--- src/sv/csl_pkg.sv ---
package csl_pkg;

    // Fixed-point scale of all Q.16 quantities.
    localparam int FRAC_BITS = 16;

    localparam int FIELD_W   = 24;
    localparam int CFG_W     = 20;
    localparam int CFG_IDX_W = 2;
    localparam int PROD_W    = 44;   // axle_track * |k|
    localparam int DENOM_W   = 28;   // 1 + track*|k|/2, Q.16
    localparam int GRIP_QW   = 48;   // coef * 2^32 / |k|, below 2^48 when not saturated

    localparam logic [FIELD_W-1:0] SPEED_MAX = '1;

    // g = 9.81 m/s^2 rounded to Q.16
    localparam logic [19:0] GRAVITY_Q = 20'd642908;

    localparam logic [1:0] CAUSE_STRAIGHT = 2'd0;
    localparam logic [1:0] CAUSE_MOTOR    = 2'd1;
    localparam logic [1:0] CAUSE_GRIP     = 2'd2;

    localparam logic [CFG_IDX_W-1:0] REG_AXLE_TRACK = 2'd0;
    localparam logic [CFG_IDX_W-1:0] REG_FRICTION   = 2'd1;
    localparam logic [CFG_IDX_W-1:0] REG_COM_LAT    = 2'd2;
    localparam logic [CFG_IDX_W-1:0] REG_COM_HEIGHT = 2'd3;

    localparam logic [CFG_W-1:0] RST_AXLE_TRACK = 20'd39322;
    localparam logic [15:0]      RST_FRICTION   = 16'd4096;
    localparam logic [CFG_W-1:0] RST_COM_LAT    = 20'd0;
    localparam logic [CFG_W-1:0] RST_COM_HEIGHT = 20'd19661;

endpackage

--- src/sv/csl_div_pipe.sv ---
module csl_div_pipe import csl_pkg::*; #(
    parameter int QW  = 24,
    parameter int DVW = 28,
    parameter int SW  = 24
) (
    input  logic           i_clk,
    input  logic           i_rst_n,
    input  logic           i_en,
    input  logic           i_vld,
    input  logic [DVW-1:0] i_rem_init,  // must be below i_dvs
    input  logic [QW-1:0]  i_low,       // dividend bits still to bring down, MSB first
    input  logic [DVW-1:0] i_dvs,
    input  logic [SW-1:0]  i_side,
    output logic           o_vld,
    output logic [QW-1:0]  o_quo,
    output logic [SW-1:0]  o_side
);

    logic           r_vld  [QW];
    logic [DVW-1:0] r_rem  [QW];
    logic [DVW-1:0] r_dvs  [QW];
    logic [QW-1:0]  r_qd   [QW];   // unused dividend bits on top, quotient bits below
    logic [SW-1:0]  r_side [QW];

    for (genvar k = 0; k < QW; k++) begin : g_stage
        logic           p_vld;
        logic [DVW-1:0] p_rem;
        logic [DVW-1:0] p_dvs;
        logic [QW-1:0]  p_qd;
        logic [SW-1:0]  p_side;
        logic [DVW:0]   trial;
        logic [DVW:0]   diff;
        logic           ge;

        if (k == 0) begin : g_first
            assign p_vld  = i_vld;
            assign p_rem  = i_rem_init;
            assign p_dvs  = i_dvs;
            assign p_qd   = i_low;
            assign p_side = i_side;
        end else begin : g_next
            assign p_vld  = r_vld[k-1];
            assign p_rem  = r_rem[k-1];
            assign p_dvs  = r_dvs[k-1];
            assign p_qd   = r_qd[k-1];
            assign p_side = r_side[k-1];
        end

        assign trial = {p_rem, p_qd[QW-1]};
        assign diff  = trial - {1'b0, p_dvs};
        assign ge    = trial >= {1'b0, p_dvs};

        always_ff @(posedge i_clk) begin
            if (!i_rst_n) begin
                r_vld[k] <= 1'b0;
            end else if (i_en) begin
                r_vld[k] <= p_vld;
            end
        end

        always_ff @(posedge i_clk) begin
            if (i_en) begin
                r_rem[k]  <= ge ? diff[DVW-1:0] : trial[DVW-1:0];
                r_dvs[k]  <= p_dvs;
                r_qd[k]   <= {p_qd[QW-2:0], ge};
                r_side[k] <= p_side;
            end
        end
    end

    assign o_vld  = r_vld[QW-1];
    assign o_quo  = r_qd[QW-1];
    assign o_side = r_side[QW-1];

endmodule

--- config.mk ---
export PLATFORM = sky130hd
export DESIGN_NAME = csl_div_pipe
export DESIGN_NICKNAME = d
export VERILOG_FILES = /design/src/sv/csl_pkg.sv /design/src/sv/csl_div_pipe.sv
export SDC_FILE = /design/constraint.sdc
export NUM_CORES = 2
export LEC_CHECK = 0
export BUFFER_PORTS_ARGS = -buffer_cell sky130_fd_sc_hd__buf_2
export CORE_MARGIN = 4
export CORE_UTILIZATION = 25
export DETAILED_ROUTE_END_ITERATION = 8
export GPL_TIMING_DRIVEN = 0
export PLACE_DENSITY = 0.4
export SKIP_CTS_REPAIR_TIMING = 1
export SKIP_LAST_GASP = 1
export SLEW_MARGIN = 15
export SYNTH_ARGS = -nofsm -noshare
export SYNTH_HDL_FRONTEND = slang
export SYNTH_SLANG_ARGS = --single-unit
--- constraint.sdc ---
create_clock -name i_clk -period 7.33 [get_ports i_clk]
set_clock_uncertainty 0.15 [all_clocks]
set_input_delay 1.0995 -clock i_clk [delete_from_list [all_inputs] [get_ports i_clk]]
set_output_delay 1.0995 -clock i_clk [all_outputs]
set_load 0.01 [all_outputs]
[Yosys cells after proc, flatten, opt, wreduce, memory -nomap -nowiden]
Memory sizes are Yosys's and may differ from the RTL's.
Index checks and enable logic that the tools add are counted.
Cells by class
  add/sub/neg operators: 24
  reductions and logical operators: 0
  shifts and indexed selects: 0
  $mul: 0
  $lt $le $gt $ge: 24
  bitwise logic cells: 24
  mux-type cells: 53
  divide/modulo/power cells: 0
  eq/ne operators: 0
Operators with widths (number)
  $ge 29x28->1: 24
  $mux 28: 24
  $sub 28x28->28: 24
  $mux 1: 29
  $or 1x1->1: 24
Storage, ports and cells
  memories kept: 5
  memory bits (read-only): 0
  logic and storage cells: 130
  memory bits (writable): 2520
  latch bits: 0
  bits in registers: 0
Memories
  r_dvs: words 24, bits a word 28, rd ports 23, clocked after Yosys merged registers in 0, write ports 24, RTL line csl_div_pipe.sv:21  | logic [DVW-1:0] r_dvs [QW];
  r_rem: words 24, bits a word 28, rd ports 23, clocked after Yosys merged registers in 0, write ports 24, RTL line csl_div_pipe.sv:20  | logic [DVW-1:0] r_rem [QW];
  r_qd: words 24, bits a word 24, rd ports 24, clocked after Yosys merged registers in 0, write ports 24, RTL line csl_div_pipe.sv:22  | logic [QW-1:0] r_qd [QW];
  r_side: words 24, bits a word 24, rd ports 24, clocked after Yosys merged registers in 0, write ports 24, RTL line csl_div_pipe.sv:23  | logic [SW-1:0] r_side [QW];
  r_vld: words 24, bits a word 1, rd ports 24, clocked after Yosys merged registers in 0, write ports 24, RTL line csl_div_pipe.sv:19  | logic r_vld [QW];

[Depth between registers and ports, before layout]
  word-level depth: 4
  mapped depth: 15
  mapped depth without buffers: 13

[Worst setup path before layout]
Ideal clock, no wire load.
  kind: input-to-reg
  start point: in i_dvs[1]
  end point: mem r_rem[0][12], data pin
  path slack: 3.185 ns
  buffers on the path: 2
  data arrival time: 3.725 ns
  data required time: 6.910 ns
  cell stages on the path: 14
  library setup time: 0.270 ns
  cells stage by stage: inv_1 > ha_1 > nor2b_1 > o31a_1 > o31ai_1 > nand2_1 > a2111o_1 > and2_1 > a31oi_1 > o21ai_0 > clkbuf_1 > clkbuf_1 > nor2_1 > a21oi_1
RTL lines
  start: declaration: RTL line csl_div_pipe.sv:12  | input logic [DVW-1:0] i_dvs,
  end: declaration: RTL line csl_div_pipe.sv:20

==> summary.txt <==
STA
  – Actual slew at the worst max-slew pin: 1.25 ns
  – Tmin final: 5.07 ns
  – Final Setup Violations: 0
  – Hold Slack: 0.189 ns
  – Final Max Tran Viols: 0
  – Worst slew margin: 16.4%
  – Final period util: 69.2%
  – Setup ws final: 2.26 ns
  – Setup TNS: 0 ns
  – RSZ-0062 raised after global routing: false
  – Fin. Hold Viols: 0
  – Fmax: 197 MHz

Synth
  – Largest family of logic cells by synthesized area: compound AO/OA/AOI/OAI gates
  – Synth Area in XOR/XNOR: 3.92%
  – Multiplexer share of the synthesized area: 3.69%
  – Post-synthesis instance area: 116000 µm²
  – Post-synthesis sequential area ratio: 63.8%
  – Synth Area in Simple Gates: 6.94%
  – Post-synth EDFFs: 2463
  – Fraction of registers with async set or reset after synthesis: 0%
  – Syn Area/Cell: 13.4 µm²
  – Synth Flop Type: edfxtp_1
  – Count of cell types in the netlist: 96
  – Post-Syn Nets: 9457
  – Post-synthesis adder-cell area fraction: 7.65%
  – Yosys reg bits: 2464
  – Gate Count Post-Synth: 8654
  – Compound-gate portion of the synthesized area: 10.6%
  – Syn. warnings: 0

Detailed routing
  – DRC: 0
  – Routed vias/inst: 4.38
  – Antenna-violating nets left: 0
  – WL per Instance: 17.7 µm
  – Total number of vias: 68100
  – Router iterations before antenna repair: 5
  – DR iter-0 viols: 4010
  – Final WL: 275000 µm

Power and ir drop
  – Pleak: 52.1 nW
  – PwrDens: 431 nW/µm²
  – Max IR drop VDD: 0.179 mV

Layout
  – Area growth syn-to-layout: 16.4%
  – Final layout net count: 9947
  – Post-route cell area: 135000 µm²
  – Finished Layout Cells: 15500
  – Most frequent cells in the layout: edfxtp_1 (2463), inv_1 (873), ha_1 (672), a21oi_1 (560), nand2_1 (505)
  – Fillers: 46200
  – Commonest non-fill, non-tap cell in the layout: edfxtp_1
  – Share of post-route cells with drive strength above 1: 11.2%

Global route
  – GR Overflow Total: 0
  – Vias in the first global route: 70100
  – Busiest layer in global routing: met2
  – Initial antenna violation count: 6
  – Largest net degree at the start of global routing: 140
  – Met2 GRT Util: 18.5%
  – Met3 GRT Util: 2.04%
  – First-pass GRT wire length: 420000 µm
  – Grt met1 use: 14.6%
  – Tot GR Track Use: 11.3%

Floorplanning
  – Chip Height: 689 µm
  – Die ar.: 474000 µm²
  – Die X: 689 µm
  – Core ar.: 461000 µm²
  – Row cnt: 249
  – I/O pin count: 157
  – Starting Density: 25.1%

Critical path
  – CP max FO: 10
  – CP required: 7.80 ns
  – CP Data Arrival Time: 5.54 ns
  – Critical Path End Type: register
  – Worst setup SP type: register
  – CP Class: register to register

Placement
  – IO buf count: 156
  – Cells after DPL: 15000
  – Pre-CTS setup slack: 1.88 ns
  – GP Congestion: 0.910
  – Post-DP HPWL: 202000 µm
  – Placed inst area: 125000 µm²

CTS
  – CTS H-tree depth: 5
  – Root Buffer: clkbuf_16
  – Clock Sinks: 2464
  – CTS tree: built
  – CTS max path bufs: 4
  – Clock latency on the worst-skew pair: 0.93 ns
  – CTS Buf Count: 311
  – Clk slew on worst S/H paths: 0.06 ns

Job
  – Total of max-cap violations: 0

Outcome
  – Outcome: complete, no violations

Hold path
  – HP Class: input pin to register
## report_power, final
group	internal [mW]	switching, mW
logic	9.44	12.7
clock network	8.77	6.17
registers	19.5	1.57
## final cells by class
class | instances | area [µm²] | share of cell area [%]
flip-flops and latches | 2464 | 74000 | 54.9
multi-input cells | 5179 | 38000 | 28.2
clock buffers | 376 | 8110 | 6.01
well taps | 6149 | 7690 | 5.71
inverters | 873 | 3280 | 2.43
clock inverters | 184 | 1770 | 1.32
repair buffers | 177 | 1370 | 1.02
plain buffers | 138 | 593 | 0.440
diodes | 3 | 7.51 | 0.00557
## kinds of logic after synthesis
| family | Yosys count |
|---|---|
| DFF | 2464 |
| AOI/OAI and AO/OA | 1922 |
| and+or+nand+nor | 1666 |
| buffers and inverters | 1011 |
| adders and majority gates | 695 |
| xor gates and xnor gates | 519 |
| muxes | 377 |
## state kept, by name (all words and copies together), names as in the netlist
signal,flops
r_vld,24
r_rem,644
r_side,576
r_dvs,644
r_qd,576
## through the flow
step	utilization (%)	total power, mW
after global placement	27.0	44.6
after floorplan	-	36.8
final	29.3	58.2
after detailed placement	27.1	43.6
after global routing	29.3	62.3
after CTS	29.3	59.2
## synthesized netlist by cell type (all sizes together) (14+ instances only)
cell     count  area, µm²
o211ai      31        233
a41oi       16        148
o21bai      58        435
edfxtp    2463      74000
nand4       90        563
a2111oi     19        168
xnor2      321       2810
and2        31        194
mux2i       35        350
nor2       394       1480
a31o        16        140
o21ai      418       2100
buf         38        216
xor2       198       1730
a21o       336       2520
a211o       22        193
nand2b      82        513
and3        77        482
and4        20        175
a221oi      14        123
or3         29        186
a211oi      59        448
fa          23        460
nor2b       99        627
inv        873       3280
clkbuf     100        377
a21boi      33        248
ha         672       8410
a221o       15        150
nand3b      15        113
a21oi      560       2800
nor4        29        181
or2         32        200
mux2       342       3920
nand3      120        601
a31oi       68        432
nand2      505       1900
o31ai       52        404
o21a        79        593
nor3       106        531
## worst max-delay path, cell delays in order (launching register included)
cell and delay, ns:
edfxtp_1 0.41, inv_1 0.07, ha_1 0.29, nor2b_1 0.17, o211ai_1 0.10, a21boi_0 0.44
o21bai_1 0.21, a31oi_1 0.63, a21o_1 0.25, a31oi_1 0.15, o211ai_1 0.31, clkbuf_1 0.77
clkbuf_1 0.63, a21oi_1 0.18
## layer usage
metal	part of all wire, %	wire length, µm
met1	45	123000
met2	46	127000
met3	4.4	12100
met4	4.5	12400
met5	0	0
## path summary, 6_finish.rpt
path,cells past startpoint,to,start,slack [ns]
worst max register to register,13,r_rem[0][196]$_DFFE_PP_,r_dvs[0][169]$_DFFE_PP_,2.26
worst min-delay path,1,r_qd[0][20]$_DFFE_PP_,i_low[19],0.19
worst max-delay path,13,r_rem[0][196]$_DFFE_PP_,r_dvs[0][169]$_DFFE_PP_,2.26
worst min register to register,0,r_qd[2][13]$_DFFE_PP_,r_qd[1][180]$_DFFE_PP_,0.23
No activity file was read; power rests on OpenSTA's default activity.
