## config.mk

```make
export PLATFORM = sky130hd
export DESIGN_NAME = csl_sqrt_pipe
export DESIGN_NICKNAME = d
export VERILOG_FILES = /design/src/sv/csl_pkg.sv /design/src/sv/csl_sqrt_pipe.sv
export SDC_FILE = /design/constraint.sdc
export NUM_CORES = 2
export LEC_CHECK = 0
export BUFFER_PORTS_ARGS = -buffer_cell sky130_fd_sc_hd__buf_2
export CAP_MARGIN = 10
export CORE_UTILIZATION = 30
export DETAILED_ROUTE_END_ITERATION = 12
export PLACE_DENSITY_LB_ADDON = 0.3
export SLEW_MARGIN = 20
export SYNTH_ARGS = -nofsm -noshare
export SYNTH_HDL_FRONTEND = slang
export SYNTH_SLANG_ARGS = --single-unit
```

## constraint.sdc

```tcl
create_clock -name i_clk -period 2.82 [get_ports i_clk]
set_input_delay 0.141 -clock i_clk [delete_from_list [all_inputs] [get_ports i_clk]]
set_output_delay 0.141 -clock i_clk [all_outputs]
set_load 0.02 [all_outputs]
```

## src/sv/csl_pkg.sv

```systemverilog
package csl_pkg;

    // Fixed-point scale of all Q.16 quantities.
    localparam int FRAC_BITS = 16;

    localparam int FIELD_W   = 24;
    localparam int CFG_W     = 20;
    localparam int CFG_IDX_W = 2;
    localparam int PROD_W    = 44;   // axle_track * |k|
    localparam int DENOM_W   = 28;   // 1 + track*|k|/2, Q.16
    localparam int GRIP_QW   = 48;   // coef * 2^32 / |k|, below 2^48 when not saturated

    localparam logic [FIELD_W-1:0] SPEED_MAX = '1;

    // g = 9.81 m/s^2 rounded to Q.16
    localparam logic [19:0] GRAVITY_Q = 20'd642908;

    localparam logic [1:0] CAUSE_STRAIGHT = 2'd0;
    localparam logic [1:0] CAUSE_MOTOR    = 2'd1;
    localparam logic [1:0] CAUSE_GRIP     = 2'd2;

    localparam logic [CFG_IDX_W-1:0] REG_AXLE_TRACK = 2'd0;
    localparam logic [CFG_IDX_W-1:0] REG_FRICTION   = 2'd1;
    localparam logic [CFG_IDX_W-1:0] REG_COM_LAT    = 2'd2;
    localparam logic [CFG_IDX_W-1:0] REG_COM_HEIGHT = 2'd3;

    localparam logic [CFG_W-1:0] RST_AXLE_TRACK = 20'd39322;
    localparam logic [15:0]      RST_FRICTION   = 16'd4096;
    localparam logic [CFG_W-1:0] RST_COM_LAT    = 20'd0;
    localparam logic [CFG_W-1:0] RST_COM_HEIGHT = 20'd19661;

endpackage

```

## src/sv/csl_sqrt_pipe.sv

```systemverilog
module csl_sqrt_pipe import csl_pkg::*; #(
    parameter int RW = 24,
    parameter int SW = 2
) (
    input  logic            i_clk,
    input  logic            i_rst_n,
    input  logic            i_en,
    input  logic            i_vld,
    input  logic [2*RW-1:0] i_rad,
    input  logic [SW-1:0]   i_side,
    output logic            o_vld,
    output logic [RW-1:0]   o_root,
    output logic [SW-1:0]   o_side
);

    localparam int NW = 2 * RW;

    logic          r_vld  [RW];
    logic [RW:0]   r_rem  [RW];
    logic [RW-1:0] r_root [RW];
    logic [NW-1:0] r_rad  [RW];
    logic [SW-1:0] r_side [RW];

    for (genvar k = 0; k < RW; k++) begin : g_stage
        logic          p_vld;
        logic [RW:0]   p_rem;
        logic [RW-1:0] p_root;
        logic [NW-1:0] p_rad;
        logic [SW-1:0] p_side;
        logic [RW+2:0] cur;
        logic [RW+2:0] trial;
        logic [RW+2:0] diff;
        logic          ge;

        if (k == 0) begin : g_first
            assign p_vld  = i_vld;
            assign p_rem  = '0;
            assign p_root = '0;
            assign p_rad  = i_rad;
            assign p_side = i_side;
        end else begin : g_next
            assign p_vld  = r_vld[k-1];
            assign p_rem  = r_rem[k-1];
            assign p_root = r_root[k-1];
            assign p_rad  = r_rad[k-1];
            assign p_side = r_side[k-1];
        end

        // bring down two radicand bits, try root*4+1
        assign cur   = {p_rem, p_rad[NW-1:NW-2]};
        assign trial = {1'b0, p_root, 2'b01};
        assign diff  = cur - trial;
        assign ge    = cur >= trial;

        always_ff @(posedge i_clk) begin
            if (!i_rst_n) begin
                r_vld[k] <= 1'b0;
            end else if (i_en) begin
                r_vld[k] <= p_vld;
            end
        end

        always_ff @(posedge i_clk) begin
            if (i_en) begin
                r_rem[k]  <= ge ? diff[RW:0] : cur[RW:0];
                r_root[k] <= {p_root[RW-2:0], ge};
                r_rad[k]  <= {p_rad[NW-3:0], 2'b00};
                r_side[k] <= p_side;
            end
        end
    end

    assign o_vld  = r_vld[RW-1];
    assign o_root = r_root[RW-1];
    assign o_side = r_side[RW-1];

endmodule

```

# [Yosys cells after proc, flatten, opt, wreduce, memory -nomap -nowiden]
# Memory sizes are Yosys's and may differ from the RTL's.
# Index checks and enable logic that the tools add are counted.
[word_totals] ff_bits=0 ramBits=2352 input_bits=54 output_inout_bits=27 elab_cells=130 mem_count=5
[mem_list] name="r_rad" depth=24 word_bits=46 rd=23 rd_ports_with_merged_regs=0 wr=24 line_no="csl_sqrt_pipe.sv:21" rtl="logic [NW-1:0] r_rad [RW];"
[mem_list] name="r_rem" depth=24 word_bits=25 rd=23 rd_ports_with_merged_regs=0 wr=24 line_no="csl_sqrt_pipe.sv:19" rtl="logic [RW:0] r_rem [RW];"
[mem_list] name="r_root" depth=24 word_bits=24 rd=24 rd_ports_with_merged_regs=0 wr=24 line_no="csl_sqrt_pipe.sv:20" rtl="logic [RW-1:0] r_root [RW];"
[mem_list] name="r_side" depth=24 word_bits=2 rd=24 rd_ports_with_merged_regs=0 wr=24 line_no="csl_sqrt_pipe.sv:22" rtl="logic [SW-1:0] r_side [RW];"
[mem_list] name="r_vld" depth=24 word_bits=1 rd=24 rd_ports_with_merged_regs=0 wr=24 line_no="csl_sqrt_pipe.sv:18" rtl="logic r_vld [RW];"
[classes] add_sub_neg=24 order_cmp=24 n_mux=53 bitwise_logic=24
[ops] op="27-bit by 26-bit greater-or-equal comparator with 1-bit output" count=23
[ops] op="25-bit two-way mux" count=24
[ops] op="25-bit subtractor" count=23
[ops] op="1-bit two-way mux" count=29
[ops] op="1-bit OR" count=24
[ops] op="2-bit by 1-bit subtractor with 3-bit output, second input constant" count=1
[ops] op="2-bit by 1-bit greater-or-equal comparator with 1-bit output, second input constant" count=1

# [Depth between registers and ports, before layout]
[logic_depth] depth_word=4 depth_mapped=13 mapped_depth_nobuf=12

# [Least setup slack after synthesis]
# OpenSTA, ideal clock, no wires.
[synth_timing] path_kind="register to register" from="memory r_rem[2][75] (netlist name)" to="memory r_rem[2][106] (netlist name), data pin" setup_time_ps=260 t_arrival_ps=2711 t_required_ps=2560 slack_ps=-151 path_stages_with_launch=11 n_path_buf=1 period_less_slack_ps=2971 cell_sequence="edfxtp_1 -> ha_1 -> o21a_1 -> o21ai_0 -> a2111oi_0 -> o221ai_1 -> o21ai_1 -> a21oi_1 -> nand2_1 -> buf_2 -> mux2_2"
[synth_rtl] element="start, declared" line_no="csl_sqrt_pipe.sv:19"

==> results.cfg <==
[drt]
drt_drc_violations_left = 0
total_number_of_vias = 41500
drt_wl_total_um = 139000
antenna_left = 0
drt_first_pass_iters = 5
drt-initial-drc-count = 2082
post_drt_wl_per_cell_um = 15.1
routed_via_density = 4.54

[floorplan]
effective_utilization_at_floorplan_pct = 30.2
core-area_um2 = 220000
io_pins = 81
die_w_um = 473
floorplan.die_area_um2 = 224000
row_count = 172
die_y_um = 473

[synth]
synth_edf_count = 1466
number_of_distinct_standard_cells_referenced_by_the_synthesized_netlist = 88
synth-seq-cells = 1467
synth_top_area_share_pct = 66.2
post_synth.cell_area_avg_um2 = 13.4
yosys-top-cells-area = sky130_fd_sc_hd__edfxtp_1, sky130_fd_sc_hd__ha_1, sky130_fd_sc_hd__xnor2_1
synthesis.yosys.warnings = 0
synth_largest_area_cell = sky130_fd_sc_hd__edfxtp_1
syn_nets = 5340
synth_cells = 4961
synth_flop_cell = sky130_fd_sc_hd__edfxtp_1
ys_seq_area_share_pct = 66.2
syn_area_um2 = 66500
asyncSetResetFlopFracSynth_pct = 0

[pwr]
seqPwrFrac_pct = 44.9
power.clock.fraction_pct = 33.6
power.switching_mw = 17.4
cellPowerDensity_nw_per_um2 = 736
sw_frac_of_total_pct = 27.2
leakagePower_nw = 33.8
pwr-share-comb_pct = 21.5
max-vdd-ir-drop_mv = 0.635
power.internal_mw = 46.6
post-layout-total-power_mw = 64.0

[clock_tree]
cts.path.max_buffers = 3
cts-buffers-inserted = 165
clock-sinks = 1467
htreeDepth = 4
clockRootBuffer = sky130_fd_sc_hd__clkbuf_16
clock_transition_time_at_the_flip_flop_clock_pins_of_the_worst_setup_and_hold_paths_ps = 60
tritoncts = built
worstSkewPairLatency_ps = 810

[sta]
maxClockFrequency_mhz = 338
grt_setup_unrepaired = true
timing.final.max_slew_violations = 0
final_setup_violating_endpoints = 104
totalNegativeSetupSlack_ps = -7230
slew-limit-headroom_pct = 42.2
period_needed_ps = 2960
final.setup_skew_ps = 36.7
layout_worst_path_cycle_share_pct = 105
worstMarginPinSlew_ps = 859
final_worst_setup_slack_ps = -143
finalHoldViolCount = 0

[min_path]
worst_hold_path.endpoint = r_rad[0][9]
min_delay_path_depth = 2
holdCritStartpoint = i_rad[9]
min-delay-path-class = input pin to flop

[setup_path]
worst-endpoint-arrival_ps = 3490
worst-r2r-setup-slack_ps = -140
worstReg2RegEnd = r_rem[2][121]
worstSetupPathType = flop to flop
rr_worst_depth = 10
end_kind = flop
endpoint_required_time_on_the_critical_path_ps = 3350
worst_setup_path_startpoint = r_rem[2][77]
worstSetupStartpointType = flop
cp_max_fo = 6
worst_flop_to_flop_path_startpoint = r_rem[2][77]

[grt]
first_global_vias = 42000
globalRouteTotalUtil_pct = 12.0
grt-ovfl-total = 0
maximum_number_of_pins_on_one_net_before_global_route_repair = 118
antenna_found_initial = 1
grt_first_pass_wirelength_um = 217000

[job]
cap_viol_max_count = 0

[layout]
nets = 6434
multi_input_area_um2 = 23400
areaGrowthSynthToFinish_pct = 30.7
commonest_non_fill_non_tap_cell_in_the_layout = sky130_fd_sc_hd__edfxtp_1
seqCellArea_um2 = 44000
layout-drive-gt1-share_pct = 27.3
finalNonFillerCells = 9153
final.fill_count = 20600
layout_common_cells = sky130_fd_sc_hd__edfxtp_1, sky130_fd_sc_hd__buf_4, sky130_fd_sc_hd__inv_1

[placed_design]
placed_cells = 8559
hpwl_after_detailed_placement_um = 94000
gp_routability_congestion = 0.862
detailedPlace.worstSlack_ps = -687
port-buffer-count = 80

[status]
run_status = finished, violations left
violations = setup timing
-- registers in the layout (all words and copies together), names as in the netlist --
| signal | cells |
|---|---|
| r_rad | 552 |
| r_rem | 543 |
| r_root | 300 |
| r_side | 48 |
| r_vld | 24 |
-- final cells by class --
| cell class | count | area share, % |
|---|---|---|
| clock inverter | 108 | 1.40 |
| clock buffer | 197 | 4.91 |
| multi-input combinational | 3003 | 26.9 |
| sequential | 1467 | 50.7 |
| timing repair buffer | 1012 | 10.0 |
| tap | 2958 | 4.26 |
| inverter | 406 | 1.76 |
| antenna | 2 | 0.00576 |
-- metrics by stage --
| step | util [%] | instance area [um2] | hold WS [ps] |
|---|---|---|---|
| 2_1_floorplan | - | 66600 | 240 |
| 3_3_place_gp | 34.4 | 75600 | 317 |
| 3_5_place_dp | 34.4 | 75600 | 319 |
| 4_1_cts | 38.3 | 84300 | 2.32 |
| 5_1_grt | 39.5 | 86900 | 9.11 |
| 6_report | 39.5 | 86900 | 67.3 |
-- power groups by stage --
| stage | logic (mW) | clock network [mW] | registers [mW] |
|---|---|---|---|
| CTS | 12.7 | 22.4 | 28.7 |
| floorplan | 7.32 | 0 | 28.6 |
| global route | 15.1 | 23.1 | 29.0 |
| finish | 13.8 | 21.5 | 28.7 |
| detailed placement | 11.6 | 0 | 29.1 |
| global placement | 11.4 | 0 | 29.1 |
-- worst max-delay path, stage by stage (launching register included) --
cell	delay (ps)
sky130_fd_sc_hd__edfxtp_1	470
sky130_fd_sc_hd__ha_1	270
sky130_fd_sc_hd__or3_1	430
sky130_fd_sc_hd__nor2_2	190
sky130_fd_sc_hd__a2111oi_4	120
sky130_fd_sc_hd__o221ai_4	250
sky130_fd_sc_hd__o21ai_2	120
sky130_fd_sc_hd__a21oi_2	170
sky130_fd_sc_hd__nand2_2	160
sky130_fd_sc_hd__clkbuf_16	210
sky130_fd_sc_hd__mux2_4	290
-- synthesized netlist by cell type, types with 14 or more instances --
master                        n
sky130_fd_sc_hd__edfxtp_1  1466
sky130_fd_sc_hd__inv_1      405
sky130_fd_sc_hd__ha_1       325
sky130_fd_sc_hd__nor2_1     314
sky130_fd_sc_hd__a21oi_1    297
sky130_fd_sc_hd__nand2_1    291
sky130_fd_sc_hd__xnor2_1    234
sky130_fd_sc_hd__o21ai_0    223
sky130_fd_sc_hd__xor2_1     198
sky130_fd_sc_hd__a21o_1     118
sky130_fd_sc_hd__nor3_1     116
sky130_fd_sc_hd__nand3_1     90
sky130_fd_sc_hd__o21a_1      66
sky130_fd_sc_hd__nand2b_1    65
sky130_fd_sc_hd__and3_1      58
sky130_fd_sc_hd__nor4_1      55
sky130_fd_sc_hd__nor2b_1     54
sky130_fd_sc_hd__or3_1       52
sky130_fd_sc_hd__clkbuf_1    51
sky130_fd_sc_hd__mux2_2      48
sky130_fd_sc_hd__nand4_1     45
sky130_fd_sc_hd__a31oi_1     29
sky130_fd_sc_hd__o31ai_1     29
sky130_fd_sc_hd__buf_2       23
sky130_fd_sc_hd__or4_1       23
sky130_fd_sc_hd__nand3b_1    20
sky130_fd_sc_hd__o21bai_1    17
sky130_fd_sc_hd__or2_2       17
sky130_fd_sc_hd__o211ai_1    16
sky130_fd_sc_hd__and2_1      14
-- how the worst max path moves through the flow --
| stage | to | slack (ps) | cells past startpoint |
|---|---|---|---|
| final | r_rem[2][121] | -140 | 10 |
| after global routing | r_rem[2][97] | -280 | 13 |
| after CTS | r_rem[2][144] | -160 | 14 |
| after detailed placement | r_rem[1][74] | -690 | 8 |
| after global placement | r_rem[1][58] | -670 | 8 |
| after floorplan | r_rem[2][45] | -9 | 11 |
-- per-layer routing --
metal	routed length, um	part of all wire (%)	GRT usage [%]	up-vias
met2	72100	52	21.9	567
met1	57700	42	13.8	20100
met3	4420	3.2	2.10	265
met4	4380	3.2	4.46	0
li1	-	-	-	20600
met5	0	0	0	-
-- what timing repair did --
| action | 4_1_cts | 5_1_grt |
|---|---|---|
| setup buffers | 75 | 101 |
| pin swaps | 102 | 181 |
| resized for setup | 310 | 459 |
| cloned | 15 | 11 |
| hold endpoints to repair | 161 | 0 |
| hold buffers | 102 | 0 |
| endpoints found under the setup margin | 318 | 366 |
-- cell families after synthesis --
group,share of synthesized area (%)
AOI/OAI and AO/OA,8.63
xor gates and xnor gates,5.72
adders and majority gates,6.12
buffers and inverters,2.83
DFF,66.2
muxes,0.935
other,0.00564
and+or+nand+nor,9.52
Note: power is estimated with default switching activity, not from simulation.
