$ cat src/sv/csl_pkg.sv
package csl_pkg;

    // Fixed-point scale of all Q.16 quantities.
    localparam int FRAC_BITS = 16;

    localparam int FIELD_W   = 24;
    localparam int CFG_W     = 20;
    localparam int CFG_IDX_W = 2;
    localparam int PROD_W    = 44;   // axle_track * |k|
    localparam int DENOM_W   = 28;   // 1 + track*|k|/2, Q.16
    localparam int GRIP_QW   = 48;   // coef * 2^32 / |k|, below 2^48 when not saturated

    localparam logic [FIELD_W-1:0] SPEED_MAX = '1;

    // g = 9.81 m/s^2 rounded to Q.16
    localparam logic [19:0] GRAVITY_Q = 20'd642908;

    localparam logic [1:0] CAUSE_STRAIGHT = 2'd0;
    localparam logic [1:0] CAUSE_MOTOR    = 2'd1;
    localparam logic [1:0] CAUSE_GRIP     = 2'd2;

    localparam logic [CFG_IDX_W-1:0] REG_AXLE_TRACK = 2'd0;
    localparam logic [CFG_IDX_W-1:0] REG_FRICTION   = 2'd1;
    localparam logic [CFG_IDX_W-1:0] REG_COM_LAT    = 2'd2;
    localparam logic [CFG_IDX_W-1:0] REG_COM_HEIGHT = 2'd3;

    localparam logic [CFG_W-1:0] RST_AXLE_TRACK = 20'd39322;
    localparam logic [15:0]      RST_FRICTION   = 16'd4096;
    localparam logic [CFG_W-1:0] RST_COM_LAT    = 20'd0;
    localparam logic [CFG_W-1:0] RST_COM_HEIGHT = 20'd19661;

endpackage

$ cat src/sv/csl_coef.sv
module csl_coef import csl_pkg::*; (
    input  logic               i_clk,
    input  logic               i_rst_n,
    input  logic               i_start,
    input  logic [CFG_W-1:0]   i_axle_track,
    input  logic [15:0]        i_friction,
    input  logic [CFG_W-1:0]   i_com_lat,
    input  logic [CFG_W-1:0]   i_com_height,
    output logic [FIELD_W-1:0] o_left_coef,
    output logic [FIELD_W-1:0] o_right_coef,
    output logic               o_busy
);

    localparam int MW  = 21;             // |2*y -/+ t|
    localparam int DW  = MW + FRAC_BITS; // dividend / quotient bits
    localparam int CNW = $clog2(DW);

    typedef enum logic [1:0] {ST_IDLE, ST_LOAD, ST_DIV, ST_MUL} t_state;

    t_state               r_state;
    logic [CNW-1:0]       r_cnt;
    logic [MW-1:0]        r_dvs;
    logic [MW-1:0]        r_rem_l, r_rem_r;
    logic [DW-1:0]        r_qd_l,  r_qd_r;
    logic [FIELD_W-1:0]   r_left,  r_right;

    logic signed [MW:0]   y2, tt, off_l, off_r;
    logic [MW:0]          mag_l, mag_r;
    logic [MW:0]          trial_l, trial_r, diff_l, diff_r;
    logic                 ge_l, ge_r;
    logic [19:0]          mu_f, m_l, m_r;
    logic [39:0]          prod_l, prod_r;

    always_comb begin
        y2      = {i_com_lat[CFG_W-1], i_com_lat, 1'b0};
        tt      = {2'b00, i_axle_track};
        off_l   = y2 - tt;
        off_r   = y2 + tt;
        mag_l   = off_l[MW] ? -off_l : off_l;
        mag_r   = off_r[MW] ? -off_r : off_r;

        trial_l = {r_rem_l, r_qd_l[DW-1]};
        trial_r = {r_rem_r, r_qd_r[DW-1]};
        diff_l  = trial_l - {1'b0, r_dvs};
        diff_r  = trial_r - {1'b0, r_dvs};
        ge_l    = trial_l >= {1'b0, r_dvs};
        ge_r    = trial_r >= {1'b0, r_dvs};

        // friction widened from Q.12 to Q.16; tipping ratio wins only if smaller
        mu_f    = {i_friction, 4'b0000};
        m_l     = (i_com_height != '0 && r_qd_l < DW'(mu_f)) ? r_qd_l[19:0] : mu_f;
        m_r     = (i_com_height != '0 && r_qd_r < DW'(mu_f)) ? r_qd_r[19:0] : mu_f;
        prod_l  = m_l * GRAVITY_Q;
        prod_r  = m_r * GRAVITY_Q;
    end

    always_ff @(posedge i_clk) begin
        if (!i_rst_n) begin
            r_state <= ST_LOAD;
            r_cnt   <= '0;
        end else if (i_start) begin
            r_state <= ST_LOAD;
            r_cnt   <= '0;
        end else begin
            unique case (r_state)
                ST_IDLE: begin
                end
                ST_LOAD: begin
                    r_dvs   <= {i_com_height, 1'b0};
                    r_rem_l <= '0;
                    r_rem_r <= '0;
                    r_qd_l  <= {mag_l[MW-1:0], {FRAC_BITS{1'b0}}};
                    r_qd_r  <= {mag_r[MW-1:0], {FRAC_BITS{1'b0}}};
                    r_cnt   <= '0;
                    r_state <= ST_DIV;
                end
                ST_DIV: begin
                    r_rem_l <= ge_l ? diff_l[MW-1:0] : trial_l[MW-1:0];
                    r_rem_r <= ge_r ? diff_r[MW-1:0] : trial_r[MW-1:0];
                    r_qd_l  <= {r_qd_l[DW-2:0], ge_l};
                    r_qd_r  <= {r_qd_r[DW-2:0], ge_r};
                    r_cnt   <= r_cnt + 1'b1;
                    if (r_cnt == CNW'(DW - 1)) begin
                        r_state <= ST_MUL;
                    end
                end
                ST_MUL: begin
                    r_left  <= prod_l[FRAC_BITS +: FIELD_W];
                    r_right <= prod_r[FRAC_BITS +: FIELD_W];
                    r_state <= ST_IDLE;
                end
                default: r_state <= ST_LOAD;
            endcase
        end
    end

    assign o_left_coef  = r_left;
    assign o_right_coef = r_right;
    assign o_busy       = (r_state != ST_IDLE);

endmodule

$ cat config.mk
export PLATFORM = sky130hd
export DESIGN_NAME = csl_coef
export DESIGN_NICKNAME = d
export VERILOG_FILES = /design/src/sv/csl_pkg.sv /design/src/sv/csl_coef.sv
export SDC_FILE = /design/constraint.sdc
export NUM_CORES = 1
export LEC_CHECK = 0
export ABC_CLOCK_PERIOD_IN_PS = 31800
export BUFFER_PORTS_ARGS = -buffer_cell sky130_fd_sc_hd__buf_2
export CORE_AREA = 8 8 229 231
export DETAILED_ROUTE_END_ITERATION = 8
export DIE_AREA = 0 0 237 239
export PLACE_DENSITY = 0.72
export SLEW_MARGIN = 0
export SYNTH_ARGS = -nofsm -noshare
export SYNTH_HDL_FRONTEND = slang
export SYNTH_SLANG_ARGS = --single-unit
$ cat constraint.sdc
create_clock -name i_clk -period 31.8 [get_ports i_clk]
set_input_delay 6.36 -clock i_clk [delete_from_list [all_inputs] [get_ports i_clk]]
set_output_delay 6.36 -clock i_clk [all_outputs]
set_load 0.01 [all_outputs]
After elaboration in Yosys (flattened, before gate mapping) --
Index checks and enable logic that the tools add are counted.
Word-level totals: output and inout bits 49, flip-flop bits (word level) 192, bits of input ports 79
Cells by class: add/subtract/negate cells 7, mux-type cells 13, equality and inequality tests 5, reduce and logical (&&, ||, !) cells 11, $mul 2, bitwise gates (word level) 2, magnitude comparators 4
Operators with widths (number):
- 37-bit one-hot mux with 2 select lines | 2
- 21-bit two-way mux | 4
- 21-bit one-hot mux with 2 select lines | 2
- 20-bit by 18-bit multiplier with 38-bit output (second input constant) | 2
- 37-bit by 20-bit less-than comparator with 1-bit output | 2
- 22-bit by 21-bit >= comparator with 1-bit output | 2
- 21-bit negation | 2
- 21-bit subtractor | 2
- 20-bit two-way mux | 2
- 21-bit by 21-bit adder with 22-bit output | 1
- 21-bit by 21-bit subtractor with 22-bit output | 1
- 20-bit nonzero test | 1
- 6-bit one-hot mux with 2 select lines | 1
- 3-bit AND reduction | 3
- 6-bit by 1-bit adder with 6-bit output (second input constant) | 1
- 6-bit equality test (second input constant) | 1
- 2-bit one-hot mux with 3 select lines | 1
- 2-bit equality test (second input constant) | 2
- 2-bit nonzero test | 2
- 3-bit nonzero test | 1
- 2-bit by 1-bit equality test with 1-bit output (second input constant) | 1
- 1-bit logical AND | 2
- 2-bit two-way mux | 1
- 2-bit inequality test (second input constant) | 1
- 3 further kinds | 4

Longest topological paths before layout --
Gate-level depths: netlist (run 1).
word-level depth 4, gate-level depth with buffers 34, depth with buffers taken out 32

Least setup slack after synthesis (run 1) --
OpenSTA, ideal clock, no wires.
path kind input to register, start input port i_friction[1], end register r_right[16] (netlist: o_right_coef[16]), data pin, setup slack 17.125 ns, cell stages on the path 31, path buffers 1, arrival 14.418 ns, data required time 31.542 ns, path through inv_1 ha_1 a21o_1 a21o_1 a21o_1 a21o_1 a2111oi_0 and3b_1 a2111oi_4 buf_2 mux2_1 fa_1 inv_1 fa_1 inv_1 fa_1 fa_1 fa_1 inv_1 fa_1 inv_1 ha_1 and3_1 o2111ai_1 or4b_1 a21boi_0 o211ai_1 o21ai_1 a31oi_1 o21bai_1 xnor2_1
Between the ends: cells in the longest elaborated chain, start to end 4
Ends and longest elaborated chain:
- from (decl) | line csl_coef.sv:6 | input logic [15:0] i_friction,
- 37-bit by 20-bit less-than comparator with 1-bit output | line csl_coef.sv:52 | m_r = (i_com_height != '0 && r_qd_r < DW'(mu_f)) ? r_qd_r[19:0] : mu_f;
- 1-bit logical AND | line csl_coef.sv:52
- 20-bit two-way mux * | line csl_coef.sv:52
- 20-bit by 18-bit multiplier with 38-bit output * | line csl_coef.sv:54 | prod_r = m_r * GRAVITY_Q;
- via prod_r[32] | line csl_coef.sv:32 | logic [39:0] prod_l, prod_r;
- to (signal assigned) | line csl_coef.sv:89 | r_right <= prod_r[FRAC_BITS +: FIELD_W];
- to (decl) | line csl_coef.sv:25 | logic [FIELD_W-1:0] r_left, r_right;
The timed path passes the listed nets; every way through them passes the cells marked *. A chain may end at the register's enable or synchronous reset.

Worst setup path in the final report (run 1) --
Ends and elaborated chain as after synthesis.

==> out/results.tsv, run 1 <==
metric	value	unit
cts bufs inserted	17	
nets@finish	3534	
PwrDens	83.7	nW/um2
CTS Root Cell	clkbuf_16	
postcts setup bufs	0	
Worst Path Class, Setup	input pin to register	
final core utilization	58.6	%
die height	239	um
slowest stage cell, crit path	fa_1	
RSZ-0062 raised after global routing	false	
register area share after synthesis	21.4	%
most used cell, CP	fa_1	
post_cts resized	0	
Pint	1.27	mW
status	finished clean	
Post-synth EDFFs	184	
Slowest Stage Delay on Critical Path	0.62	ns
Initial Util	54.7	%
dpl hpwl	52800	um
peak supply drop	130	uV
max_slew headroom	26.4	%
flop2flop setup slack	22.12	ns
port bufs	127	
vias in the first global route	19994	
Netlist cell types	94	
Placer Congestion	0.925	
DRT iter0 DRCs	1097	
Tot GR Track Use	22.6	%
#FFs+latches synth	192	
final setup vio count	0	
Hold Crit Class	register to register	
Most used DFF post-synth	edfxtp_1	
number of buffers inserted by hold repair at cts	0	
Mapped Area	26500	um2
most common cell after layout, fill and taps aside	inv_1	
largest net degree at the start of global routing	88	
Area Overhead vs Synth	7.13	%
commonest non-fill, non-tap cells in the layout	inv_1 (537), ha_1 (400), fa_1 (275), edfxtp_1 (184), nor2_1 (154)	
crit path DAT	15.55	ns
crit start category	input pin	
worst slew pin tran	1.10	ns
initial antenna violation count	8	
vias	19334	
GRT overflow	0	
Reg power frac	17.4	%
post-synthesis cell count	2679	
Core ar.	48500	um2
Clk pwr share	9.9	%
f_max	65.4	MHz
vias per cell	5.65	
1st-pass router iterations	5	
io pins	128	
worst-skew pair later-pin latency	0.50	ns
Syn Nets	3434	
async set or reset register ratio after synthesis	0	%
Final Slew Violations	0	
DP Area	27800	um2
Comb pwr share	72.7	%
Syn Area/Cell	9.91	um2
H-tree depth	4	
first-pass GRT wire length	103000	um
CTS tree	built	
routed length per instance	18.3	um
Hold Vio Cnt, Final	0	
layout cells sized above 1	8.70	%
CP Max Fanout	32	
clock sinks	192	
setup_tns	0	ns
Total Die Area	56600	um2
critical path endpoint category	register	
hold_ws	0.511	ns
Final Cell Area	28400	um2
antenna viol nets, final	0	
Switch Pwr	1.11	mW
sw frac	46.5	%
fin crit share	48.1	%
Rows	81	
clock skew	0.0175	ns
Yosys warning count	0	
Leakage	13.7	nW
clock buffer depth	2	
Final min period	15.29	ns
max cap viols	0	
# DRC	0	
Die X-Extent	237	um
data required time of the worst path	32.06	ns
FILL cells	4151	
final WL	62600	um
Clk pin slew, worst setup/hold paths	0.09	ns
## cells by family after synthesis
logic type / after synthesis / synth area share [%]
compound gates: 420 / 10.8
xor+xnor: 129 / 4.35
fa+ha+maj: 676 / 39.6
buf+inv: 595 / 8.70
flops: 192 / 21.4
mux: 115 / 4.57
simple gates: 552 / 10.6
## sequential cells by signal (all words and copies together), names as in the netlist
signal and flops:
o_right_coef 24, r_state 2, r_cnt 6, r_qd_r 37, r_rem_r 21, r_qd_l 37
r_rem_l 21, r_dvs 20, o_left_coef 24
## power by group through the flow
stage | logic [mW] | registers (mW) | clock network, mW
after global routing | 1.99 | 0.417 | 0.251
after floorplan | 1.34 | 0.426 | 0
after detailed placement | 1.72 | 0.420 | 0
after global placement | 1.67 | 0.420 | 0
after CTS | 1.74 | 0.415 | 0.243
final | 1.73 | 0.414 | 0.236
## cell usage after synthesis, types with 23 or more instances
library cell	n	area (um2)
clkbuf_1	36	135
nor3_1	41	205
edfxtp_1	184	5530
xnor2_1	86	753
nor2_1	155	582
ha_1	401	5020
nand2_1	114	428
nand2b_1	23	144
o21ai_0	63	315
a21o_1	45	338
inv_1	538	2020
xor2_1	41	359
a31oi_1	25	156
mux2i_1	66	661
a21oi_1	117	586
fa_1	275	5510
nand3_1	39	195
mux2_2	35	394
and2_1	44	275
## worst paths after layout
check                 from               end  depth (start not counted)
max          i_friction[1]  o_right_coef[16]                         32
min               r_cnt[5]          r_cnt[5]                          2
max reg2reg      r_qd_r[5]  o_right_coef[16]                         30
min reg2reg       r_cnt[5]          r_cnt[5]                          2
## through the flow
step                power (mW)  setup WS (ns)  instances
floorplan                 1.76          17.12       2679
global placement          2.09          16.29       3382
detailed placement        2.14          16.03       3382
CTS                       2.40          16.53       3414
global route              2.66          15.86       3420
finish                    2.38          16.51       3423
## layout make-up
| class | instances | area [um2] | area share, % |
|---|---|---|---|
| timing repair buffer | 136 | 703 | 2.47 |
| inverter | 540 | 2030 | 7.13 |
| multi-input combinational | 1892 | 18600 | 65.3 |
| clock inverter | 15 | 220 | 0.774 |
| clock buffer | 17 | 425 | 1.50 |
| sequential | 192 | 5690 | 20.0 |
| tap | 622 | 778 | 2.74 |
| antenna | 9 | 22.5 | 0.0792 |
## layer usage
metal	GRT usage, %	up-vias	part of all wire [%]
li1	-	9295	-
met1	30.2	9553	45
met2	37.5	408	48
met3	3.33	74	4.4
met4	7.47	4	2.2
met5	0	-	0.029
## critical path, delay by kind of cell
kind / cells / cell delay, ns
AOI/OAI and AO/OA: 12 / 2.94
xor gates and xnor gates: 1 / 0.09
adders and majority gates: 8 / 3.80
buffers and inverters: 7 / 0.89
muxes: 1 / 0.45
and+or+nand+nor: 3 / 1.02
(Power assumes the default switching activity.)
==> run 2, diff against run 1 <==
- ABC_CLOCK_PERIOD_IN_PS: 31800 -> 13300
- PLACE_DENSITY: 0.72 -> 0.75
- clock period: 31.8 -> 13.3 ns (I/O delays scaled with it)
==> run 2 against run 1 <==
Worst setup slack got worse by 15 ns; critical endpoint unchanged; first-iteration DRC count rose by 6.9%; critical path depth did not move; hold slack got worse by 0.0026 ns; critical path type unchanged; sequential share of layout area barely moved; highest routed layer unchanged.
==> out/results.tsv, run 2 (synthesis results as in run 1) <==
metric	value	unit	change
first-pass GRT wire length	103000	um	-0.24%
Clk pwr share	9.9	%	about the same
GRT Max-Usage Layer	met2		
worst slew pin tran	1.04	ns	-0.0688 ns
Clk pin slew, worst setup/hold paths	0.08	ns	about the same
antenna viol nets, final	0		unchanged
final setup vio count	0		unchanged
critical path endpoint category	register		
data required time of the worst path	13.55	ns	-18.51 ns
final WL	63200	um	+0.99%
Comb pwr share	72.7	%	about the same
initial antenna violation count	10		+2
Reg2Reg Depth	30		unchanged
Initial Util	54.7	%	unchanged
H-tree depth	4		unchanged
vias	19419		+0.44%
1st-pass router iterations	5		unchanged
vias in the first global route	20021		+0.14%
worst-skew pair later-pin latency	0.51	ns	about the same
GRT overflow	0		unchanged
cts bufs inserted	17		unchanged
post_cts resized	0		unchanged
Tot GR Track Use	22.6	%	about the same
die height	239	um	unchanged
largest net degree at the start of global routing	80		-9.1%
max cap viols	0		unchanged
port bufs	127		unchanged
GRT met2 Usage	38.0	%	+0.46 points
most common cell after layout, fill and taps aside	inv_1		
Critical Path End	o_right_coef[16]		
Core ar.	48500	um2	unchanged
slowest stage cell, crit path	fa_1		
Worst Path Class, Setup	input pin to register		
# DRC	0		unchanged
commonest non-fill, non-tap cells in the layout	inv_1 (537), ha_1 (400), fa_1 (275), edfxtp_1 (184), nor2_1 (154)		
PwrDens	201	nW/um2	+140%
setup_tns	0	ns	unchanged
f_max	85.7	MHz	
status	finished clean		
crit start category	input pin		
Hold Path Depth	2		unchanged
nets@finish	3535		+0.028%
layout cells sized above 1	8.70	%	about the same
Worst Setup SP	i_friction[1]		
clock sinks	192		unchanged
Pint	3.06	mW	+140%
RR Startpoint	r_qd_r[5]		
FILL cells	4110		-0.99%
postcts setup bufs	0		unchanged
DRT iter0 DRCs	1173		+6.9%
Leakage	13.7	nW	about the same
io pins	128		unchanged
sw frac	46.4	%	about the same
crit path DAT	11.93	ns	-3.62 ns
Total Die Area	56600	um2	unchanged
Die X-Extent	237	um	unchanged
Hold Vio Cnt, Final	0		unchanged
peak supply drop	209	uV	+61%
max_slew headroom	30.8	%	+4.4 points
clock skew	0.0126	ns	-0.00493 ns
Area Overhead vs Synth	7.05	%	about the same
Critical R2R Capture	o_right_coef[16]		
number of buffers inserted by hold repair at cts	0		unchanged
largest registers	r_qd_l: 37 flops, r_qd_r: 37 flops		
CP Max Fanout	9		-72%
clock buffer depth	2		unchanged
Reg power frac	17.4	%	about the same
routed length per instance	18.5	um	+0.99%
fin crit share	87.8	%	
Slowest Stage Delay on Critical Path	0.58	ns	-0.04 ns
Placer Congestion	0.968		+4.7%
total power	5.70	mW	+140%
Final min period	11.67	ns	
most used cell, CP	fa_1		
Switch Pwr	2.65	mW	+140%
dpl hpwl	53200	um	+0.75%
CTS tree	built		
met3 usage	3.75	%	+0.41 points
Rows	81		unchanged
CTS Root Cell	clkbuf_16		
RSZ-0062 raised after global routing	false		
GRT met1 Usage	29.3	%	-0.90 points
flop2flop setup slack	3.53	ns	-18.59 ns
Hold Crit Class	register to register		
vias per cell	5.67		+0.44%
Final Slew Violations	0		unchanged
## run 2: area by class of cell
type | instances | area (um2) | area share [%]
multi-input combinational | 1892 | 18600 | 65.4
sequential | 192 | 5690 | 20.0
inverter | 540 | 2030 | 7.13
tap | 622 | 778 | 2.74
timing repair buffer | 137 | 711 | 2.50
clock buffer | 18 | 429 | 1.51
clock inverter | 14 | 189 | 0.665
antenna | 8 | 20.0 | 0.0704
## run 2: power by group through the flow
stage	combinational (mW)	sequential, mW	clock, mW
6_report	4.15	0.991	0.563
5_1_grt	4.72	0.998	0.594
4_1_cts	4.18	0.992	0.576
3_5_place_dp	4.13	1.00	0
3_3_place_gp	4.00	1.00	0
2_1_floorplan	3.20	1.02	0
## run 2: metrics by stage
stage	utilization (%)	setup slack (ns)	instances	hold WS (ns)	area, um2
finish	58.5	1.63	3423	0.508	28400
global route	58.5	1.14	3421	0.539	28400
CTS	58.5	1.72	3415	0.516	28400
detailed placement	57.2	1.24	3383	0.505	27800
global placement	57.2	1.44	3383	0.465	27800
floorplan	-	2.32	2679	0.454	26500
## run 2: how the worst min path moves through the flow
| stage | start | to | slack, ns |
|---|---|---|---|
| floorplan | r_cnt[5] | r_cnt[5] | 0.45 |
| global placement | r_cnt[5] | r_cnt[5] | 0.47 |
| detailed placement | r_cnt[5] | r_cnt[5] | 0.50 |
| CTS | r_cnt[5] | r_cnt[5] | 0.52 |
| global route | r_cnt[1] | r_cnt[1] | 0.54 |
| finish | r_cnt[5] | r_cnt[5] | 0.51 |
## run 2: routing by layer
layer / vias to the layer above / share of wire (%)
li1: 9273 / -
met1: 9596 / 44
met2: 459 / 48
met3: 89 / 4.5
met4: 2 / 2.8
met5: - / 0.021
## run 2: worst max-delay path: cells and delay by family
| kind | cells | cell delay [ns] |
|---|---|---|
| simple gates | 3 | 1.00 |
| compound gates | 12 | 3.24 |
| xor+xnor | 1 | 0.09 |
| fa+ha+maj | 8 | 3.76 |
| buf+inv | 7 | 0.72 |
| mux | 1 | 0.45 |
==> run 3, diff against run 2 <==
- ABC_AREA: unset -> 1
- ABC_CLOCK_PERIOD_IN_PS: 13300 -> 9630
- CAP_MARGIN: unset -> 15
- CORE_AREA: 8 8 229 231 -> 8 8 234 236
- DIE_AREA: 0 0 237 239 -> 0 0 242 244
- clock period: 13.3 -> 9.63 ns (I/O delays scaled with it)
==> run 3 against run 2 <==
Combinational power is 79% higher; clock skew is 0.0029 ns higher; register-to-register slack worse by 2.0 ns; largest power group unchanged; flip-flop and latch count stayed put; synthesized cell count is 29% higher; final cell count is 25% higher; critical endpoint is now o_left_coef[21]; die area is 4.2% higher; first-iteration DRC count is 40% higher; clock-buffer cell count is 1 lower; clock power is 40% higher; sequential share of layout area is 1.0 points lower.
==> out/results.tsv, run 3 <==
metric	value	unit	change
worst-skew pair later-pin latency	0.50	ns	about the same
Initial Util	54.7	%	about the same
nets@finish	4332		+23%
status	finished clean		
CTS Root Cell	clkbuf_16		
Final Slew Violations	0		unchanged
PwrDens	320	nW/um2	+60%
cts bufs inserted	17		unchanged
post-synthesis cell count	3457		+29%
vias in the first global route	22103		+10%
die height	244	um	+2.1%
register area share after synthesis	20.4	%	-0.98 points
Netlist cell types	55		-41%
most common cell after layout, fill and taps aside	inv_1		
Hold Crit Class	register to register		
Worst Path Class, Setup	input pin to register		
io pins	128		unchanged
Core ar.	50900	um2	+4.8%
number of buffers inserted by hold repair at cts	0		unchanged
Tot GR Track Use	23.2	%	+0.65 points
postcts setup bufs	0		unchanged
Most used DFF post-synth	edfxtp_1		
post_cts resized	0		unchanged
antenna viol nets, final	0		unchanged
crit path DAT	9.57	ns	-2.36 ns
Syn Area/Cell	8.05	um2	-19%
cell with the most instances after synthesis	inv_1		
GRT overflow	0		unchanged
vias	22347		+15%
DRT iter0 DRCs	1639		+40%
final WL	68200	um	+8.0%
Buffers & Inverters on Critical Path	9		+2
Slowest Stage Delay on Critical Path	0.65	ns	+0.07 ns
Final Cell Area	29900	um2	+5.3%
async set or reset register ratio after synthesis	0	%	unchanged
H-tree depth	4		unchanged
largest net degree at the start of global routing	70		-13%
max_slew headroom	26.6	%	-4.1 points
most used cell, CP	inv_1		
f_max	107	MHz	
final setup vio count	0		unchanged
CP Max Fanout	21		+12
setup_tns	0	ns	unchanged
Rows	83		+2.5%
largest registers	r_qd_l: 37 flops, r_qd_r: 37 flops		
# DRC	0		unchanged
crit start category	input pin		
Syn Nets	4212		+23%
#FFs+latches synth	192		unchanged
initial antenna violation count	4		-6
CP delay by family, top	adder cells		
dpl hpwl	58000	um	+9.0%
leading area contributor after synthesis	edfxtp_1		
Area Overhead vs Synth	7.56	%	
routed length per instance	16.0	um	-13%
Yosys top cell area share	19.9	%	-0.95 points
clock skew	0.0154	ns	+0.00286 ns
clock sinks	192		unchanged
critical path endpoint category	register		
CTS tree	built		
slowest stage cell, crit path	o21ai_0		
Yosys warning count	0		unchanged
1st-pass router iterations	5		unchanged
DP Area	29300	um2	+5.3%
layout cells sized above 1	6.94	%	-1.8 points
Area contributors post-synth	edfxtp_1 (20%), fa_1 (20%), ha_1 (18%), inv_1 (11%), nand2_1 (9.4%)		
Die X-Extent	242	um	+2.1%
Non-Filler Instances	4271		+25%
commonest non-fill, non-tap cells in the layout	inv_1 (812), nand2_1 (695), ha_1 (400), fa_1 (275), a21oi_1 (202)		
Post-synth EDFFs	184		unchanged
vias per cell	5.23		-7.8%
Placed Cells	4238		+25%
fin crit share	96.7	%	
peak supply drop	417	uV	+100%
clock buffer depth	2		unchanged
Hold Vio Cnt, Final	0		unchanged
hold_ws	0.504	ns	-0.00443 ns
Placer Congestion	1.00		+3.5%
Mapped Area	27800	um2	+4.8%
Total Die Area	59000	um2	+4.2%
max cap viols	0		unchanged
Synth top cells by count	inv_1 (812), nand2_1 (695), ha_1 (401)		
Clk pin slew, worst setup/hold paths	0.09	ns	about the same
worst slew pin tran	1.10	ns	+0.0635 ns
first-pass GRT wire length	112000	um	+8.8%
data required time of the worst path	9.89	ns	-3.66 ns
port bufs	127		unchanged
RSZ-0062 raised after global routing	false		
Final min period	9.31	ns	
Leakage	15.9	nW	+16%
run 3: changes by cell type after synthesis, sizes merged, moves of 57 or more:
cell,change
nand3,+111
nand2,+600
o21ai,+107
mux2i,-66
inv,+283
xnor2,-57
a21oi,+86
run 3: where the power goes:
group | internal (mW) | total (mW) | switching [mW]
logic | 2.69 | 7.43 | 4.73
registers | 1.34 | 1.37 | 0.0310
clock network | 0.383 | 0.788 | 0.405
run 3: path summary, 6_finish.rpt:
| kind | start | end | slack [ns] | cells past startpoint |
|---|---|---|---|---|
| min reg2reg | r_cnt[1] | r_cnt[1] | 0.50 | 2 |
| max reg2reg | r_qd_l[19] | o_left_coef[21] | 1.53 | 28 |
| min | r_cnt[1] | r_cnt[1] | 0.50 | 2 |
| max | i_friction[15] | o_left_coef[21] | 0.32 | 30 |
run 3: metal layers:
layer  global-route usage (%)  up-vias  routed length, um
met5                        0        -                 35
li1                         -    11204                  -
met1                     31.2    10418              31000
met2                     38.4      619              31700
met3                     4.03      100               3810
met4                     6.69        6               1630
run 3: cells by family (layout without fill, tap and decap cells):
family | after synthesis | after routing | synth area share [%]
other | 0 | 1 | 0
flip-flops | 192 | 192 | 20.4
adder cells (fa/ha/maj) | 676 | 676 | 37.8
buffers and inverters | 872 | 1005 | 12.0
AND/OR/NAND/NOR | 1166 | 1166 | 17.7
AO/OA/AOI/OAI | 460 | 460 | 9.10
XOR/XNOR | 91 | 91 | 2.89
run 3: final cells by class:
class / count / area [um2]
repair buffers: 151 / 828
clock buffers: 17 / 425
inverters: 822 / 3090
fillers: 4660 / 21000
multi-input cells: 2393 / 18800
clock inverters: 15 / 226
diodes: 1 / 2.50
well taps: 680 / 851
flip-flops and latches: 192 / 5690
run 3: worst min-delay path: stages, from the launching register on:
cell and delay (ns):
dfxtp_1 0.33, nand2_1 0.07, a21oi_1 0.06
run 3: metrics by stage:
| stage | power (mW) | worst slack, ns | utilization (%) |
|---|---|---|---|
| floorplan | 6.89 | 0.854 | - |
| global placement | 8.66 | 0.194 | 57.5 |
| detailed placement | 8.72 | 0.0596 | 57.5 |
| CTS | 9.58 | 0.529 | 58.8 |
| global route | 10.7 | 0.0128 | 58.8 |
| finish | 9.58 | 0.322 | 58.8 |
